$ cat src/rtl/firmware_image_tlv_parser_top_defines.svh
// Assertion macros for the image parser.
// Both expect clk and rst_n in the scope of use.
`ifndef FIRMWARE_IMAGE_TLV_PARSER_TOP_DEFINES_SVH
`define FIRMWARE_IMAGE_TLV_PARSER_TOP_DEFINES_SVH

// same-cycle implication
`define FWTLV_ASSERT_HOLD(label, ante, cons, msg) \
    label: assert property (@(posedge clk) disable iff (!rst_n) (ante) |-> (cons)) \
        else $error(msg);

// next-cycle implication
`define FWTLV_ASSERT_NEXT(label, ante, cons, msg) \
    label: assert property (@(posedge clk) disable iff (!rst_n) (ante) |=> (cons)) \
        else $error(msg);

`endif

$ cat src/rtl/fwtlv_pkg.sv
`default_nettype none
package fwtlv_pkg;

    localparam int HEADER_BYTES   = 32;
    localparam int HASH_BYTES_DEF = 32;
    localparam int RES_DEPTH      = 4;

    localparam logic [31:0] IMG_MAGIC  = 32'h96f3_b83d;
    localparam logic [15:0] INFO_MAGIC = 16'h6907;
    localparam logic [7:0]  SHA_TYPE   = 8'h10;
    localparam logic [31:0] SEG_START_MAX = 32'hFFFF_FFFC;

    typedef enum logic [2:0] {
        ST_OK,
        ST_BAD_HDR_MAGIC,
        ST_BAD_TLV_MAGIC,
        ST_BAD_HASH_LEN,
        ST_TRUNCATED,
        ST_BAD_LAYOUT
    } status_t;

    typedef enum logic [2:0] {
        PH_HEADER,
        PH_SKIP,
        PH_INFO,
        PH_ENTRY,
        PH_DATA
    } phase_t;

    typedef enum logic {
        KIND_HASH,
        KIND_FINAL
    } kind_t;

    typedef struct packed {
        kind_t       kind;
        logic [7:0]  hash_byte;
        logic [4:0]  hash_index;
        status_t     status;
        logic [7:0]  version_major;
        logic [7:0]  version_minor;
        logic [15:0] version_revision;
        logic [31:0] build_number;
        logic [31:0] image_size;
        logic [31:0] total_size;
        logic        run_last;
    } res_t;

    // a_v: first record valid, b_v: second record valid
    typedef struct packed {
        logic a_v;
        logic b_v;
    } push_t;

    typedef struct packed {
        logic [31:0] byte_offset;
        phase_t      phase;
        logic [31:0] field_shift;
        logic [15:0] header_length;
        logic [31:0] body_length;
        logic [63:0] version_store;
        logic [31:0] tlv_area_end;
        logic [7:0]  entry_type;
        logic [31:0] entry_end;
        logic        finished;
    } state_t;

    localparam state_t STATE_RESET = '{
        byte_offset:   32'd0,
        phase:         PH_HEADER,
        field_shift:   32'd0,
        header_length: 16'd0,
        body_length:   32'd0,
        version_store: 64'd0,
        tlv_area_end:  32'd0,
        entry_type:    8'd0,
        entry_end:     32'd0,
        finished:      1'b0
    };

endpackage
`default_nettype wire

$ cat src/rtl/fwtlv_in_if.sv
`default_nettype none
interface fwtlv_in_if;
    logic       valid;
    logic       ready;
    logic [7:0] file_byte;
    logic       last_byte;

    modport source (output valid, output file_byte, output last_byte, input ready);
    modport sink (input valid, input file_byte, input last_byte, output ready);
endinterface
`default_nettype wire

$ cat src/rtl/fwtlv_out_if.sv
`default_nettype none
interface fwtlv_out_if;
    logic        valid;
    logic        ready;
    logic        kind;
    logic [7:0]  hash_byte;
    logic [4:0]  hash_index;
    logic [2:0]  status;
    logic [7:0]  version_major;
    logic [7:0]  version_minor;
    logic [15:0] version_revision;
    logic [31:0] build_number;
    logic [31:0] image_size;
    logic [31:0] total_size;
    logic        run_last;

    modport source (
        output valid, output kind, output hash_byte, output hash_index, output status,
        output version_major, output version_minor, output version_revision,
        output build_number, output image_size, output total_size, output run_last,
        input ready
    );
    modport sink (
        input valid, input kind, input hash_byte, input hash_index, input status,
        input version_major, input version_minor, input version_revision,
        input build_number, input image_size, input total_size, input run_last,
        output ready
    );
endinterface
`default_nettype wire

$ cat src/rtl/fwtlv_parser.sv
`default_nettype none
`include "firmware_image_tlv_parser_top_defines.svh"
module fwtlv_parser #(
    parameter int HASH_BYTES = fwtlv_pkg::HASH_BYTES_DEF
) (
    input  wire logic            clk,
    input  wire logic            rst_n,
    input  wire logic            accept,
    input  wire logic [7:0]      file_byte,
    input  wire logic            last_byte,
    output fwtlv_pkg::push_t     push,
    output fwtlv_pkg::res_t      res_a,
    output fwtlv_pkg::res_t      res_b
);

    fwtlv_pkg::state_t  st_reg;
    fwtlv_pkg::state_t  st_next;
    fwtlv_pkg::state_t  st_p;

    logic [31:0]        off;
    logic [1:0]         k;
    logic [15:0]        byte16;
    logic [31:0]        byte32;
    logic [63:0]        byte64;

    logic               done;
    logic               trunc;
    logic               final_v;
    logic               hash_v;
    fwtlv_pkg::status_t fin_status;
    logic [31:0]        fin_total;
    logic [31:0]        idx_full;
    logic [32:0]        info_sum;
    logic [32:0]        area_end;
    logic [32:0]        ent_end;
    logic               seg_open;
    fwtlv_pkg::phase_t  seg_phase;
    logic [31:0]        seg_start;
    logic               walk;
    logic [31:0]        walk_cur;

    fwtlv_pkg::res_t    hash_rec;
    fwtlv_pkg::res_t    fin_rec;

    assign off    = st_reg.byte_offset;
    assign k      = st_reg.byte_offset[1:0] - st_reg.entry_end[1:0];
    assign byte16 = {8'd0, file_byte};
    assign byte32 = {24'd0, file_byte};
    assign byte64 = {56'd0, file_byte};

    always_comb
    begin
        st_p       = st_reg;
        done       = 1'b0;
        fin_status = fwtlv_pkg::ST_OK;
        fin_total  = 32'd0;
        hash_v     = 1'b0;
        idx_full   = 32'd0;
        info_sum   = 33'd0;
        area_end   = 33'd0;
        ent_end    = 33'd0;
        seg_open   = 1'b0;
        seg_phase  = fwtlv_pkg::PH_INFO;
        seg_start  = 32'd0;
        walk       = 1'b0;
        walk_cur   = 32'd0;

        if (!st_reg.finished)
        begin
            st_p.byte_offset = off + 32'd1;
            case (st_reg.phase)
                fwtlv_pkg::PH_HEADER:
                begin
                    if (off <= 32'd3)
                    begin
                        st_p.field_shift = st_reg.field_shift | (byte32 << {off[1:0], 3'b000});
                        if (off == 32'd3 && st_p.field_shift != fwtlv_pkg::IMG_MAGIC)
                        begin
                            done       = 1'b1;
                            fin_status = fwtlv_pkg::ST_BAD_HDR_MAGIC;
                        end
                    end
                    else if (off == 32'd8 || off == 32'd9)
                    begin
                        st_p.header_length = st_reg.header_length
                                           | (byte16 << {off[0], 3'b000});
                    end
                    else if (off >= 32'd12 && off <= 32'd15)
                    begin
                        st_p.body_length = st_reg.body_length | (byte32 << {off[1:0], 3'b000});
                    end
                    else if (off >= 32'd20 && off <= 32'd27)
                    begin
                        st_p.version_store = st_reg.version_store
                                           | (byte64 << {off[2:0] ^ 3'b100, 3'b000});
                    end
                    if (!done && off == 32'(fwtlv_pkg::HEADER_BYTES - 1))
                    begin
                        info_sum = {17'd0, st_p.header_length} + {1'b0, st_p.body_length};
                        if (info_sum < 33'(fwtlv_pkg::HEADER_BYTES) || info_sum[32])
                        begin
                            done       = 1'b1;
                            fin_status = fwtlv_pkg::ST_BAD_LAYOUT;
                        end
                        else if (info_sum == 33'(fwtlv_pkg::HEADER_BYTES))
                        begin
                            seg_open  = 1'b1;
                            seg_phase = fwtlv_pkg::PH_INFO;
                            seg_start = info_sum[31:0];
                        end
                        else
                        begin
                            st_p.phase     = fwtlv_pkg::PH_SKIP;
                            st_p.entry_end = info_sum[31:0];
                        end
                    end
                end
                fwtlv_pkg::PH_SKIP:
                begin
                    if ({1'b0, off} + 33'd1 == {1'b0, st_reg.entry_end})
                    begin
                        seg_open  = 1'b1;
                        seg_phase = fwtlv_pkg::PH_INFO;
                        seg_start = st_reg.entry_end;
                    end
                end
                fwtlv_pkg::PH_INFO:
                begin
                    st_p.field_shift = st_reg.field_shift | (byte32 << {k, 3'b000});
                    if (k == 2'd3)
                    begin
                        area_end = {1'b0, st_reg.entry_end} - 33'd4
                                 + {17'd0, st_p.field_shift[31:16]};
                        if (st_p.field_shift[15:0] != fwtlv_pkg::INFO_MAGIC)
                        begin
                            done       = 1'b1;
                            fin_status = fwtlv_pkg::ST_BAD_TLV_MAGIC;
                        end
                        else if (area_end[32])
                        begin
                            done       = 1'b1;
                            fin_status = fwtlv_pkg::ST_BAD_LAYOUT;
                        end
                        else
                        begin
                            st_p.tlv_area_end = area_end[31:0];
                            walk              = 1'b1;
                            walk_cur          = st_reg.entry_end;
                        end
                    end
                end
                fwtlv_pkg::PH_ENTRY:
                begin
                    if (k == 2'd0)
                    begin
                        st_p.entry_type = file_byte;
                    end
                    else if (k[1])
                    begin
                        st_p.field_shift = st_reg.field_shift | (byte32 << {k[0], 3'b000});
                    end
                    if (k == 2'd3)
                    begin
                        ent_end = {1'b0, st_reg.entry_end} + {17'd0, st_p.field_shift[15:0]};
                        if (ent_end[32])
                        begin
                            done       = 1'b1;
                            fin_status = fwtlv_pkg::ST_BAD_LAYOUT;
                        end
                        else if (st_p.entry_type == fwtlv_pkg::SHA_TYPE
                                 && st_p.field_shift[15:0] != 16'(HASH_BYTES))
                        begin
                            done       = 1'b1;
                            fin_status = fwtlv_pkg::ST_BAD_HASH_LEN;
                        end
                        else if (st_p.field_shift[15:0] == 16'd0)
                        begin
                            walk     = 1'b1;
                            walk_cur = st_reg.entry_end;
                        end
                        else
                        begin
                            st_p.phase     = fwtlv_pkg::PH_DATA;
                            st_p.entry_end = ent_end[31:0];
                        end
                    end
                end
                fwtlv_pkg::PH_DATA:
                begin
                    if (st_reg.entry_type == fwtlv_pkg::SHA_TYPE)
                    begin
                        hash_v   = 1'b1;
                        idx_full = 32'(HASH_BYTES) - st_reg.entry_end + off;
                    end
                    if ({1'b0, off} + 33'd1 == {1'b0, st_reg.entry_end})
                    begin
                        walk     = 1'b1;
                        walk_cur = st_reg.entry_end;
                    end
                end
                default:
                begin
                    st_p.phase = fwtlv_pkg::PH_HEADER;
                end
            endcase

            // end of TLV area reached, or start of the next entry header
            if (walk)
            begin
                if (walk_cur >= st_p.tlv_area_end)
                begin
                    done       = 1'b1;
                    fin_status = fwtlv_pkg::ST_OK;
                    fin_total  = walk_cur;
                end
                else
                begin
                    seg_open  = 1'b1;
                    seg_phase = fwtlv_pkg::PH_ENTRY;
                    seg_start = walk_cur;
                end
            end

            if (seg_open)
            begin
                if (seg_start > fwtlv_pkg::SEG_START_MAX)
                begin
                    done       = 1'b1;
                    fin_status = fwtlv_pkg::ST_BAD_LAYOUT;
                end
                else
                begin
                    st_p.phase       = seg_phase;
                    st_p.field_shift = 32'd0;
                    st_p.entry_end   = seg_start + 32'd4;
                end
            end

            if (done)
            begin
                st_p.finished = 1'b1;
            end
        end
    end

    assign trunc   = last_byte && !st_reg.finished && !done;
    assign final_v = done || trunc;

    always_comb
    begin
        hash_rec            = '0;
        hash_rec.kind       = fwtlv_pkg::KIND_HASH;
        hash_rec.hash_byte  = file_byte;
        hash_rec.hash_index = idx_full[4:0];
        hash_rec.status     = fwtlv_pkg::ST_OK;
        hash_rec.run_last   = !final_v;

        fin_rec                  = '0;
        fin_rec.kind             = fwtlv_pkg::KIND_FINAL;
        fin_rec.status           = trunc ? fwtlv_pkg::ST_TRUNCATED : fin_status;
        fin_rec.version_major    = st_p.version_store[7:0];
        fin_rec.version_minor    = st_p.version_store[15:8];
        fin_rec.version_revision = st_p.version_store[31:16];
        fin_rec.build_number     = st_p.version_store[63:32];
        fin_rec.image_size       = st_p.body_length;
        fin_rec.total_size       = trunc ? 32'd0 : fin_total;
        fin_rec.run_last         = 1'b1;
    end

    always_comb
    begin
        push.a_v = accept && (hash_v || final_v);
        push.b_v = accept && hash_v && final_v;
        res_a    = hash_v ? hash_rec : fin_rec;
        res_b    = fin_rec;
    end

    assign st_next = last_byte ? fwtlv_pkg::STATE_RESET : st_p;

    always_ff @(posedge clk or negedge rst_n)
    begin
        if (!rst_n)
        begin
            st_reg <= fwtlv_pkg::STATE_RESET;
        end
        else if (accept)
        begin
            st_reg <= st_next;
        end
    end

    `FWTLV_ASSERT_HOLD(a_quiet_after_final, accept && st_reg.finished, !push.a_v, "result after final status")
    `FWTLV_ASSERT_NEXT(a_final_sticks, accept && final_v && !last_byte, st_reg.finished, "parser not halted after final status")
    `FWTLV_ASSERT_HOLD(a_hash_in_sha_data, hash_v && !st_reg.finished, st_reg.phase == fwtlv_pkg::PH_DATA && st_reg.entry_type == fwtlv_pkg::SHA_TYPE, "hash beat outside SHA data")

endmodule
`default_nettype wire

$ cat src/rtl/fwtlv_res_fifo.sv
`default_nettype none
`include "firmware_image_tlv_parser_top_defines.svh"
module fwtlv_res_fifo (
    input  wire logic            clk,
    input  wire logic            rst_n,
    input  wire fwtlv_pkg::push_t push,
    input  wire fwtlv_pkg::res_t din_a,
    input  wire fwtlv_pkg::res_t din_b,
    input  wire logic            pop,
    output fwtlv_pkg::res_t      dout,
    output logic                 out_valid,
    output logic                 room
);

    localparam int PTR_W = $clog2(fwtlv_pkg::RES_DEPTH);
    localparam int CNT_W = PTR_W + 1;

    fwtlv_pkg::res_t  mem [fwtlv_pkg::RES_DEPTH];
    logic [PTR_W-1:0] wr_reg;
    logic [PTR_W-1:0] wr_next;
    logic [PTR_W-1:0] wr_plus;
    logic [PTR_W-1:0] rd_reg;
    logic [PTR_W-1:0] rd_next;
    logic [CNT_W-1:0] count_reg;
    logic [CNT_W-1:0] count_next;
    logic [CNT_W-1:0] n_push;

    assign wr_plus   = wr_reg + PTR_W'(1);
    assign n_push    = CNT_W'(push.a_v) + CNT_W'(push.b_v);
    assign wr_next   = wr_reg + n_push[PTR_W-1:0];
    assign rd_next   = pop ? rd_reg + PTR_W'(1) : rd_reg;
    assign count_next = count_reg + n_push - CNT_W'(pop);

    assign dout      = mem[rd_reg];
    assign out_valid = (count_reg != CNT_W'(0));
    assign room      = (count_reg <= CNT_W'(fwtlv_pkg::RES_DEPTH - 2));

    always_ff @(posedge clk)
    begin
        if (push.a_v)
        begin
            mem[wr_reg] <= din_a;
        end
        if (push.b_v)
        begin
            mem[wr_plus] <= din_b;
        end
    end

    always_ff @(posedge clk or negedge rst_n)
    begin
        if (!rst_n)
        begin
            wr_reg    <= '0;
            rd_reg    <= '0;
            count_reg <= '0;
        end
        else
        begin
            wr_reg    <= wr_next;
            rd_reg    <= rd_next;
            count_reg <= count_next;
        end
    end

    `FWTLV_ASSERT_HOLD(a_cnt_bound, 1'b1, count_reg <= CNT_W'(fwtlv_pkg::RES_DEPTH), "result buffer overflow")
    `FWTLV_ASSERT_HOLD(a_pair_order, push.b_v, push.a_v, "second record without first")
    `FWTLV_ASSERT_NEXT(a_pop_drains, pop && !push.a_v, count_reg == $past(count_reg) - CNT_W'(1), "pop did not drain one beat")

endmodule
`default_nettype wire

$ cat src/rtl/firmware_image_tlv_parser_top.sv
// A result beat is registered in the result buffer when its byte is taken on img, and offered on res from its head.
// One byte per cycle is taken while img.ready is high; a byte that yields two results gives two beats on res.
// img.ready falls while fewer than two slots of the four-beat result buffer are free.
// Reset (rst_n low, asynchronous): header phase, offset zero, result buffer empty.
// A final status halts parsing until a byte marked last_byte rearms it.
`default_nettype none
module firmware_image_tlv_parser_top #(
    parameter int HASH_BYTES = fwtlv_pkg::HASH_BYTES_DEF
) (
    input  wire logic   clk,
    input  wire logic   rst_n,
    fwtlv_in_if.sink    img,
    fwtlv_out_if.source res
);

    logic              accept;
    logic              pop;
    logic              room;
    logic              out_valid;
    fwtlv_pkg::push_t  push;
    fwtlv_pkg::res_t   res_a;
    fwtlv_pkg::res_t   res_b;
    fwtlv_pkg::res_t   head;

    assign img.ready = room;
    assign accept    = img.valid && room;
    assign pop       = out_valid && res.ready;

    fwtlv_parser #(
        .HASH_BYTES (HASH_BYTES)
    ) u_parser (
        .clk       (clk),
        .rst_n     (rst_n),
        .accept    (accept),
        .file_byte (img.file_byte),
        .last_byte (img.last_byte),
        .push      (push),
        .res_a     (res_a),
        .res_b     (res_b)
    );

    fwtlv_res_fifo u_fifo (
        .clk       (clk),
        .rst_n     (rst_n),
        .push      (push),
        .din_a     (res_a),
        .din_b     (res_b),
        .pop       (pop),
        .dout      (head),
        .out_valid (out_valid),
        .room      (room)
    );

    assign res.valid            = out_valid;
    assign res.kind             = head.kind;
    assign res.hash_byte        = head.hash_byte;
    assign res.hash_index       = head.hash_index;
    assign res.status           = head.status;
    assign res.version_major    = head.version_major;
    assign res.version_minor    = head.version_minor;
    assign res.version_revision = head.version_revision;
    assign res.build_number     = head.build_number;
    assign res.image_size       = head.image_size;
    assign res.total_size       = head.total_size;
    assign res.run_last         = head.run_last;

endmodule
`default_nettype wire

$ cat src/flat_wrapper.sv
// flat-port wrapper written by rule: the top's interface ports become plain ports
module firmware_image_tlv_parser_top_flat 
#(
    parameter int HASH_BYTES = fwtlv_pkg::HASH_BYTES_DEF
)
  (clk, rst_n, img_valid, img_file_byte, img_last_byte, img_ready, res_valid, res_kind, res_hash_byte, res_hash_index, res_status, res_version_major, res_version_minor, res_version_revision, res_build_number, res_image_size, res_total_size, res_run_last, res_ready);
  fwtlv_in_if img_i ();
  fwtlv_out_if res_i ();
  input  wire logic clk;
  input  wire logic rst_n;
  input wire logic [$bits(img_i.valid)-1:0] img_valid;
  input wire logic [$bits(img_i.file_byte)-1:0] img_file_byte;
  input wire logic [$bits(img_i.last_byte)-1:0] img_last_byte;
  output wire logic [$bits(img_i.ready)-1:0] img_ready;
  output wire logic [$bits(res_i.valid)-1:0] res_valid;
  output wire logic [$bits(res_i.kind)-1:0] res_kind;
  output wire logic [$bits(res_i.hash_byte)-1:0] res_hash_byte;
  output wire logic [$bits(res_i.hash_index)-1:0] res_hash_index;
  output wire logic [$bits(res_i.status)-1:0] res_status;
  output wire logic [$bits(res_i.version_major)-1:0] res_version_major;
  output wire logic [$bits(res_i.version_minor)-1:0] res_version_minor;
  output wire logic [$bits(res_i.version_revision)-1:0] res_version_revision;
  output wire logic [$bits(res_i.build_number)-1:0] res_build_number;
  output wire logic [$bits(res_i.image_size)-1:0] res_image_size;
  output wire logic [$bits(res_i.total_size)-1:0] res_total_size;
  output wire logic [$bits(res_i.run_last)-1:0] res_run_last;
  input wire logic [$bits(res_i.ready)-1:0] res_ready;
  assign img_i.valid = img_valid;
  assign img_i.file_byte = img_file_byte;
  assign img_i.last_byte = img_last_byte;
  assign img_ready = img_i.ready;
  assign res_valid = res_i.valid;
  assign res_kind = res_i.kind;
  assign res_hash_byte = res_i.hash_byte;
  assign res_hash_index = res_i.hash_index;
  assign res_status = res_i.status;
  assign res_version_major = res_i.version_major;
  assign res_version_minor = res_i.version_minor;
  assign res_version_revision = res_i.version_revision;
  assign res_build_number = res_i.build_number;
  assign res_image_size = res_i.image_size;
  assign res_total_size = res_i.total_size;
  assign res_run_last = res_i.run_last;
  assign res_i.ready = res_ready;
  firmware_image_tlv_parser_top #(.HASH_BYTES(HASH_BYTES)) u_core (.clk(clk), .rst_n(rst_n), .img(img_i), .res(res_i));
endmodule
$ cat config.mk
export PLATFORM = sky130hd
export DESIGN_NAME = firmware_image_tlv_parser_top_flat
export DESIGN_NICKNAME = d
export VERILOG_FILES = /design/src/rtl/fwtlv_pkg.sv /design/src/rtl/fwtlv_in_if.sv /design/src/rtl/fwtlv_out_if.sv /design/src/rtl/fwtlv_parser.sv /design/src/rtl/fwtlv_res_fifo.sv /design/src/rtl/firmware_image_tlv_parser_top.sv /design/src/flat_wrapper.sv
export VERILOG_INCLUDE_DIRS = /design/src /design/src/rtl
export SDC_FILE = /design/constraint.sdc
export NUM_CORES = 2
export LEC_CHECK = 0
export ABC_CLOCK_PERIOD_IN_PS = 28400
export BUFFER_PORTS_ARGS = -buffer_cell sky130_fd_sc_hd__buf_2
export CAP_MARGIN = 25
export CORE_UTILIZATION = 53
export CTS_BUF_LIST = sky130_fd_sc_hd__clkbuf_2
export CTS_CLUSTER_SIZE = 12
export DETAILED_ROUTE_END_ITERATION = 10
export PLACE_DENSITY = 0.79
export SLEW_MARGIN = 5
export SYNTH_ARGS = -nofsm -noshare
export SYNTH_HDL_FRONTEND = slang
export SYNTH_SLANG_ARGS = --single-unit
$ cat constraint.sdc
create_clock -name clk -period 28.4 [get_ports clk]
set_clock_uncertainty 0.15 [all_clocks]
set_input_delay 4.26 -clock clk [delete_from_list [all_inputs] [get_ports clk]]
set_output_delay 4.26 -clock clk [all_outputs]
set_load 0.03 [all_outputs]
# Yosys cells after proc, flatten, opt, wreduce, memory -nomap -nowiden
# Memories as Yosys holds them, arrays and structs flattened.
# Cells that the tools add are included.
totals:
  regBits: 259
  mem_bits_rw: 584
  in_bits: 13
  memories: 1
memory_table:
  columns: ["name", "depth", "word_bits", "rd", "rd_clocked_by_memory_dff", "write_ports", "line", "source"]
  rows:
  - ["u_core.u_fifo.mem", 4, 146, 1, 0, 2, "fwtlv_res_fifo.sv:18", "fwtlv_pkg::res_t mem [fwtlv_pkg::RES_DEPTH];"]
op_classes:
  addsub: 16
  magnitude_cmp: 9
  eq_ne: 17
  n_shift: 5
  muxes: 134
  bitwise: 7
  reduce_logical: 30
op_table:
  columns: ["op", "count"]
  rows:
  - ["two-way mux 32 bit", 39]
  - ["two-way mux 252 bit", 2]
  - ["two-way mux 112 bit", 4]
  - ["case mux 32 bit (3 select lines)", 2]
  - ["two-way mux 146 bit", 1]
  - ["two-way mux 64 bit", 2]
  - ["bitwise OR 32 bit", 4]
  - ["case mux 32 bit (2 select lines)", 2]
  - ["two-way mux 96 bit", 1]
  - ["two-way mux 35 bit", 2]
  - ["equality test 32 x 4 -> 1 bit, second input constant", 2]
  - ["bitwise OR 64 bit", 1]
  - ["left shift 8 x 5 -> 32 bit", 2]
  - ["left shift 8 x 6 -> 64 bit", 1]
  - ["two-way mux 3 bit", 21]
  - ["two-way mux 1 bit", 44]
  - ["adder 16 x 32 -> 33 bit", 1]
  - ["adder 32 x 1 -> 33 bit, second input constant", 1]
  - ["adder 32 x 16 -> 33 bit", 1]
  - ["adder 33 x 16 -> 33 bit", 1]
  - ["equality test 33 x 32 -> 1 bit", 1]
  - ["equality test 33 x 6 -> 1 bit, second input constant", 1]
  - ["less-than comparator 33 x 6 -> 1 bit, second input constant", 1]
  - ["subtractor 32 x 3 -> 33 bit, second input constant", 1]
  - ["51 further kinds", 80]

# Logic depth before layout (Yosys ltp)
logic_depth:
  ltp_word: 31
  mapped_depth: 59

# Modules after synthesis
# Synthesis repeated with hierarchy kept, for this count alone.
hier_totals:
  hier_cells: 4409
  area_unflattened_um2: 51114.0
modules_own_cells:
  columns: ["mod", "instances", "cells_per_inst", "area_per_inst_um2", "seq_area_each_um2"]
  rows:
  - ["fwtlv_res_fifo", 1, 1451, 28880.2, 17712.0]
  - ["fwtlv_parser", 1, 2956, 22221.3, 6306.0]
  - ["firmware_image_tlv_parser_top", 1, 2, 12.5, 0.0]

# Worst setup path after synthesis
# OpenSTA, ideal clock, no wires.
synth_timing:
  kind: "input to register"
  startpoint: "input port img_file_byte[2]"
  endpoint: "memory u_core.u_fifo.mem[2][100] (netlist name), enable pin"
  setup_ns: 0.495
  t_arrival_ns: 16.366
  t_required_ns: 27.755
  slack_ns: 11.389
  cell_stages: 46
  path_buffers: 8
  path_cell_list: "clkbuf_1 > clkbuf_1 > a21oi_1 > ha_1 > inv_1 > ha_1 > a21o_1 > a21o_1 > a21o_1 > a21o_1 > a21oi_1 > o211ai_1 > nand4_1 > a211oi_1 > o31ai_1 > a22oi_1 > a31o_2 > a21o_1 > (+10 left out) > a21o_1 > a21oi_1 > nand2_1 > o21ai_0 > clkbuf_1 > inv_1 > nor2_1 > ha_1 > nand3_1 > nor3_1 > nor4b_4 > nand2_1 > and4_4 > buf_6 > or4b_1 > buf_2 > clkbuf_1 > nand2_1"
synth_lines:
  columns: ["item", "line", "source"]
  rows:
  - ["from (decl)", "flat_wrapper.sv:12", "input wire logic [$bits(img_i.file_byte)-1:0] img_file_byte;"]
  - ["to (decl)", "fwtlv_res_fifo.sv:18", null]

==> impl_metrics.prom <==
# TYPE chip_impl_metric gauge
chip_impl_info{name="synth_top_cell_by_area",value="sky130_fd_sc_hd__edfxtp_1"} 1
chip_impl_metric{name="setup_tns",unit="ps"} 0
chip_impl_metric{name="power.share.sequential",unit="%"} 38.2
chip_impl_metric{name="cp_max_fo",unit=""} 51
chip_impl_metric{name="track_usage",unit="%"} 32.4
chip_impl_metric{name="vias_in_the_first_global_route",unit=""} 35800
chip_impl_metric{name="tritoncts_num_sinks",unit=""} 843
chip_impl_metric{name="power.density",unit="mW/mm^2"} 77.0
chip_impl_info{name="critPathSlowestCell",value="sky130_fd_sc_hd__or4b_4"} 1
chip_impl_metric{name="synth-seq-area-share",unit="%"} 51.2
chip_impl_metric{name="synth_cells",unit=""} 4302
chip_impl_info{name="violations_in_the_final_reports",value="DRC"} 1
chip_impl_metric{name="io_buffer_count",unit=""} 160
chip_impl_metric{name="timing_hold_violations_final",unit=""} 0
chip_impl_metric{name="timing.max_slew.rel_slack",unit="%"} 25.0
chip_impl_metric{name="timing.reg2reg.worst_path_depth",unit=""} 47
chip_impl_metric{name="ctsLongestPathBuffers",unit=""} 3
chip_impl_metric{name="dp_cells",unit=""} 5342
chip_impl_info{name="cpMostUsedCell",value="sky130_fd_sc_hd__a21o_1"} 1
chip_impl_metric{name="pwr-share-comb",unit="%"} 40.0
chip_impl_metric{name="rrSetupSlack",unit="ps"} 14150
chip_impl_metric{name="final_net_count",unit=""} 4566
chip_impl_info{name="ys_top_cells_by_area",value="sky130_fd_sc_hd__edfxtp_1, sky130_fd_sc_hd__dfrtp_1, sky130_fd_sc_hd__mux4_2"} 1
chip_impl_metric{name="die-area",unit="mm^2"} 0.0875
chip_impl_metric{name="final_max_slew_viols",unit=""} 0
chip_impl_info{name="worst_hold_path_type",value="reg2reg"} 1
chip_impl_info{name="crit_path_capture_type",value="flip-flop"} 1
chip_impl_metric{name="detailedPlacementHpwl",unit="um"} 94400
chip_impl_metric{name="grt_pass1_wl",unit="um"} 215000
chip_impl_info{name="worst_reg2reg_path_startpoint",value="u_core.u_parser.off[0]"} 1
chip_impl_metric{name="postRouteAntennaNets",unit=""} 0
chip_impl_metric{name="synth_mux_area_share",unit="%"} 8.05
chip_impl_metric{name="largest_register_ff_count",unit=""} 584
chip_impl_metric{name="timing.fmax",unit="MHz"} 65.4
chip_impl_metric{name="multi_input_area",unit="mm^2"} 0.0207
chip_impl_metric{name="synth-seq-cells",unit=""} 843
chip_impl_metric{name="register_cell_area_after_layout",unit="mm^2"} 0.0234
chip_impl_metric{name="drt_iter0_markers",unit=""} 4977
chip_impl_info{name="cts.root.buffer_cell",value="sky130_fd_sc_hd__clkbuf_2"} 1
chip_impl_info{name="postSynth.topFlopCell",value="sky130_fd_sc_hd__edfxtp_1"} 1
chip_impl_metric{name="synth_compound_gate_area_share",unit="%"} 17.3
chip_impl_info{name="layout_commonest_cell",value="sky130_fd_sc_hd__a21oi_1"} 1
chip_impl_metric{name="drt-total-wl",unit="um"} 143000
chip_impl_info{name="synth_top_family_by_area",value="compound AO/OA/AOI/OAI gates"} 1
chip_impl_metric{name="irDropWorstVdd",unit="mV"} 0.0574
chip_impl_info{name="timing.hold.worst.start",value="u_core.u_fifo.mem[3][145]"} 1
chip_impl_metric{name="ffs_w_async_s_r_synth",unit="%"} 30.7
chip_impl_metric{name="syn-mean-instance-area",unit="um^2"} 10.6
chip_impl_info{name="start_kind",value="input port"} 1
chip_impl_metric{name="hold_slack",unit="ps"} 323
chip_impl_metric{name="yosys.cell_types.count",unit=""} 94
chip_impl_info{name="timing_worst_setup_path_type",value="in2reg"} 1
chip_impl_metric{name="postCtsSetupRepairBufs",unit=""} 0
chip_impl_metric{name="grt_remaining_overflow",unit=""} 0
chip_impl_metric{name="switching_share",unit="%"} 42.1
chip_impl_metric{name="net_count_after_synthesis",unit=""} 4460
chip_impl_metric{name="netlist_area_before_placement",unit="mm^2"} 0.0458
chip_impl_metric{name="synth_fa_ha_area_share",unit="%"} 4.05
chip_impl_metric{name="nFillCells",unit=""} 7064
chip_impl_metric{name="dr.pass1.iters",unit=""} 9
chip_impl_metric{name="initial_util",unit="%"} 53.7
chip_impl_metric{name="clk_pin_slew",unit="ps"} 100
chip_impl_metric{name="synth.top_cell.area_share",unit="%"} 34.4
chip_impl_metric{name="fin_cells",unit=""} 5733
chip_impl_metric{name="source_to_sink_clock_delay_at_the_later_pin_of_the_worst_skew_pair",unit="ps"} 1580
chip_impl_metric{name="placementRows",unit=""} 107
chip_impl_metric{name="power.internal",unit="mW"} 2.21
chip_impl_metric{name="simple_gate_share_of_the_synthesized_area",unit="%"} 12.9
chip_impl_metric{name="place_area",unit="mm^2"} 0.0474
chip_impl_metric{name="yosysWarningCount",unit=""} 0
chip_impl_info{name="run_status",value="finished with violations"} 1
chip_impl_info{name="timing.rr.end",value="u_core.u_fifo.mem[2][108]"} 1
chip_impl_metric{name="die_height",unit="um"} 296
chip_impl_metric{name="synth_edf_count",unit=""} 524
chip_impl_metric{name="worst_hold_path.num_cells",unit=""} 2
chip_impl_info{name="mostFrequentLayoutCells",value="sky130_fd_sc_hd__a21oi_1, sky130_fd_sc_hd__edfxtp_1, sky130_fd_sc_hd__nor2_1"} 1
chip_impl_metric{name="least_margin_pin_slew",unit="ps"} 1110
chip_impl_metric{name="period_share",unit="%"} 53.8
chip_impl_info{name="worst_hold_path.endpoint",value="u_core.u_fifo.mem[3][145]"} 1
chip_impl_info{name="cts_tree",value="done"} 1
chip_impl_metric{name="maxCapViolations",unit=""} 0
chip_impl_metric{name="area.growth.synth_to_final",unit="%"} 8.14
chip_impl_metric{name="critPathArrivalTime",unit="ps"} 16250
chip_impl_metric{name="antenna_found_initial",unit=""} 8
chip_impl_metric{name="design.portCount",unit=""} 161
chip_impl_metric{name="vias_after_detailed_routing",unit=""} 37800
chip_impl_metric{name="routedWlPerCell",unit="um"} 24.9
chip_impl_metric{name="cts.repair.resized",unit=""} 0
chip_impl_metric{name="core_region_area",unit="mm^2"} 0.0853
chip_impl_metric{name="place_congestion",unit=""} 1.04
chip_impl_metric{name="setup_viol",unit=""} 0
chip_impl_metric{name="final_cell_area",unit="mm^2"} 0.0495
chip_impl_metric{name="pwr-share-clk",unit="%"} 21.8
chip_impl_metric{name="grt_start_max_net_pins",unit=""} 133
chip_impl_metric{name="cts-hold-fix-buffers",unit=""} 0
chip_impl_info{name="rsz0062_at_grt",value="no"} 1
chip_impl_metric{name="number_of_h_tree_levels",unit=""} 4
chip_impl_metric{name="fraction_of_layout_cells_with_a_size_suffix_above_1",unit="%"} 18.7
chip_impl_metric{name="synth_area_in_xor_xnor",unit="%"} 2.47
chip_impl_metric{name="drcViolationCount",unit=""} 2
chip_impl_metric{name="switching_power",unit="mW"} 1.60
chip_impl_metric{name="die_width",unit="um"} 296
chip_impl_metric{name="power.static_leakage",unit="nW"} 18.6
chip_impl_metric{name="timing.critical_path.slowest_cell_delay",unit="ps"} 830
chip_impl_metric{name="cts_buffers",unit=""} 200
chip_impl_metric{name="vias_per_cell",unit=""} 6.59
chip_impl_metric{name="required",unit="ps"} 29360
chip_impl_metric{name="layout_min_cycle_time",unit="ps"} 15290
[worst max-delay path: cells and delay by family]
family,cells,cell delay [ps]
adder cells (fa/ha/maj),5,1520
AO/OA/AOI/OAI,19,4000
multiplexers,1,300
AND/OR/NAND/NOR,11,3250
buffers and inverters,7,2750
[how the worst max path moves through the flow]
stage                      from                         to  slack (ps)  depth (start not counted)
5_1_grt        img_file_byte[2]   u_core.u_fifo.mem[2][92]       12560                         43
3_3_place_gp   img_file_byte[2]   u_core.u_fifo.mem[2][99]       12050                         43
3_5_place_dp   img_file_byte[2]   u_core.u_fifo.mem[2][47]       11840                         43
6_report       img_file_byte[2]  u_core.u_fifo.mem[2][108]       13110                         43
4_1_cts        img_file_byte[2]  u_core.u_fifo.mem[2][111]       13440                         43
2_1_floorplan  img_file_byte[2]  u_core.u_fifo.mem[2][100]       11390                         46
[routing by layer]
metal / vias up / wire length (um) / global-route usage, % / share of wire [%]
met5: - / 0 / 0 / 0
met4: 0 / 7280 / 17.3 / 5.1
met3: 459 / 16800 / 8.06 / 12
met2: 2610 / 65500 / 49.3 / 46
met1: 18200 / 53200 / 42.8 / 37
li1: 16500 / - / - / -
[cell type report]
class	count	area share, %
multi-input combinational	3000	41.8
tap	1144	2.89
clock buffer	310	3.14
antenna	9	0.0455
inverter	109	0.827
timing repair buffer	254	3.19
sequential	843	47.3
clock inverter	64	0.784
[power by group through the flow]
stage / Clock [mW] / Combinational, mW / Sequential, mW
2_1_floorplan: 0 / 1.11 / 1.43
3_3_place_gp: 0 / 1.49 / 1.48
3_5_place_dp: 0 / 1.50 / 1.48
4_1_cts: 0.841 / 1.51 / 1.45
5_1_grt: 0.902 / 1.62 / 1.46
6_report: 0.832 / 1.52 / 1.46
[cell usage after synthesis (13+ instances only)]
| library cell | count |
|---|---|
| sky130_fd_sc_hd__a21oi_1 | 535 |
| sky130_fd_sc_hd__and3_1 | 36 |
| sky130_fd_sc_hd__nor4_1 | 33 |
| sky130_fd_sc_hd__dfxtp_1 | 60 |
| sky130_fd_sc_hd__xnor2_1 | 82 |
| sky130_fd_sc_hd__nand2_1 | 264 |
| sky130_fd_sc_hd__buf_1 | 32 |
| sky130_fd_sc_hd__a32oi_1 | 13 |
| sky130_fd_sc_hd__o31ai_1 | 26 |
| sky130_fd_sc_hd__a22o_1 | 16 |
| sky130_fd_sc_hd__a31oi_1 | 50 |
| sky130_fd_sc_hd__o21ai_0 | 257 |
| sky130_fd_sc_hd__dfrtp_1 | 259 |
| sky130_fd_sc_hd__xor2_1 | 47 |
| sky130_fd_sc_hd__mux4_2 | 146 |
| sky130_fd_sc_hd__nor2_1 | 501 |
| sky130_fd_sc_hd__a31o_2 | 18 |
| sky130_fd_sc_hd__ha_1 | 140 |
| sky130_fd_sc_hd__a21o_1 | 90 |
| sky130_fd_sc_hd__nor3_1 | 76 |
| sky130_fd_sc_hd__buf_2 | 32 |
| sky130_fd_sc_hd__o21a_1 | 13 |
| sky130_fd_sc_hd__nand3_1 | 71 |
| sky130_fd_sc_hd__nor2b_1 | 27 |
| sky130_fd_sc_hd__o2bb2ai_1 | 13 |
| sky130_fd_sc_hd__edfxtp_1 | 524 |
| sky130_fd_sc_hd__mux2i_1 | 36 |
| sky130_fd_sc_hd__or3_1 | 15 |
| sky130_fd_sc_hd__nand2b_1 | 17 |
| sky130_fd_sc_hd__o22ai_1 | 18 |
| sky130_fd_sc_hd__a32o_1 | 25 |
| sky130_fd_sc_hd__nand4_1 | 108 |
| sky130_fd_sc_hd__a211oi_1 | 14 |
| sky130_fd_sc_hd__a21boi_0 | 15 |
| sky130_fd_sc_hd__a21oi_2 | 51 |
| sky130_fd_sc_hd__and2_1 | 35 |
| sky130_fd_sc_hd__inv_1 | 107 |
| sky130_fd_sc_hd__clkbuf_1 | 278 |
| sky130_fd_sc_hd__o211ai_1 | 20 |
[kinds of logic after synthesis]
| logic type | Yosys count |
|---|---|
| XOR/XNOR | 129 |
| multiplexers | 185 |
| AND/OR/NAND/NOR | 1253 |
| flip-flops | 843 |
| adder cells (fa/ha/maj) | 145 |
| AO/OA/AOI/OAI | 1288 |
| buffers and inverters | 459 |
[through the flow]
stage / power, mW / utilization [%] / worst slack (ps)
after floorplan: 2.54 / - / 11390
after global placement: 2.97 / 55.6 / 12050
after detailed placement: 2.98 / 55.6 / 11840
after CTS: 3.80 / 57.9 / 13440
after global routing: 3.98 / 58.0 / 12560
final: 3.81 / 58.0 / 13110
Power figures use the tool's default switching activity.
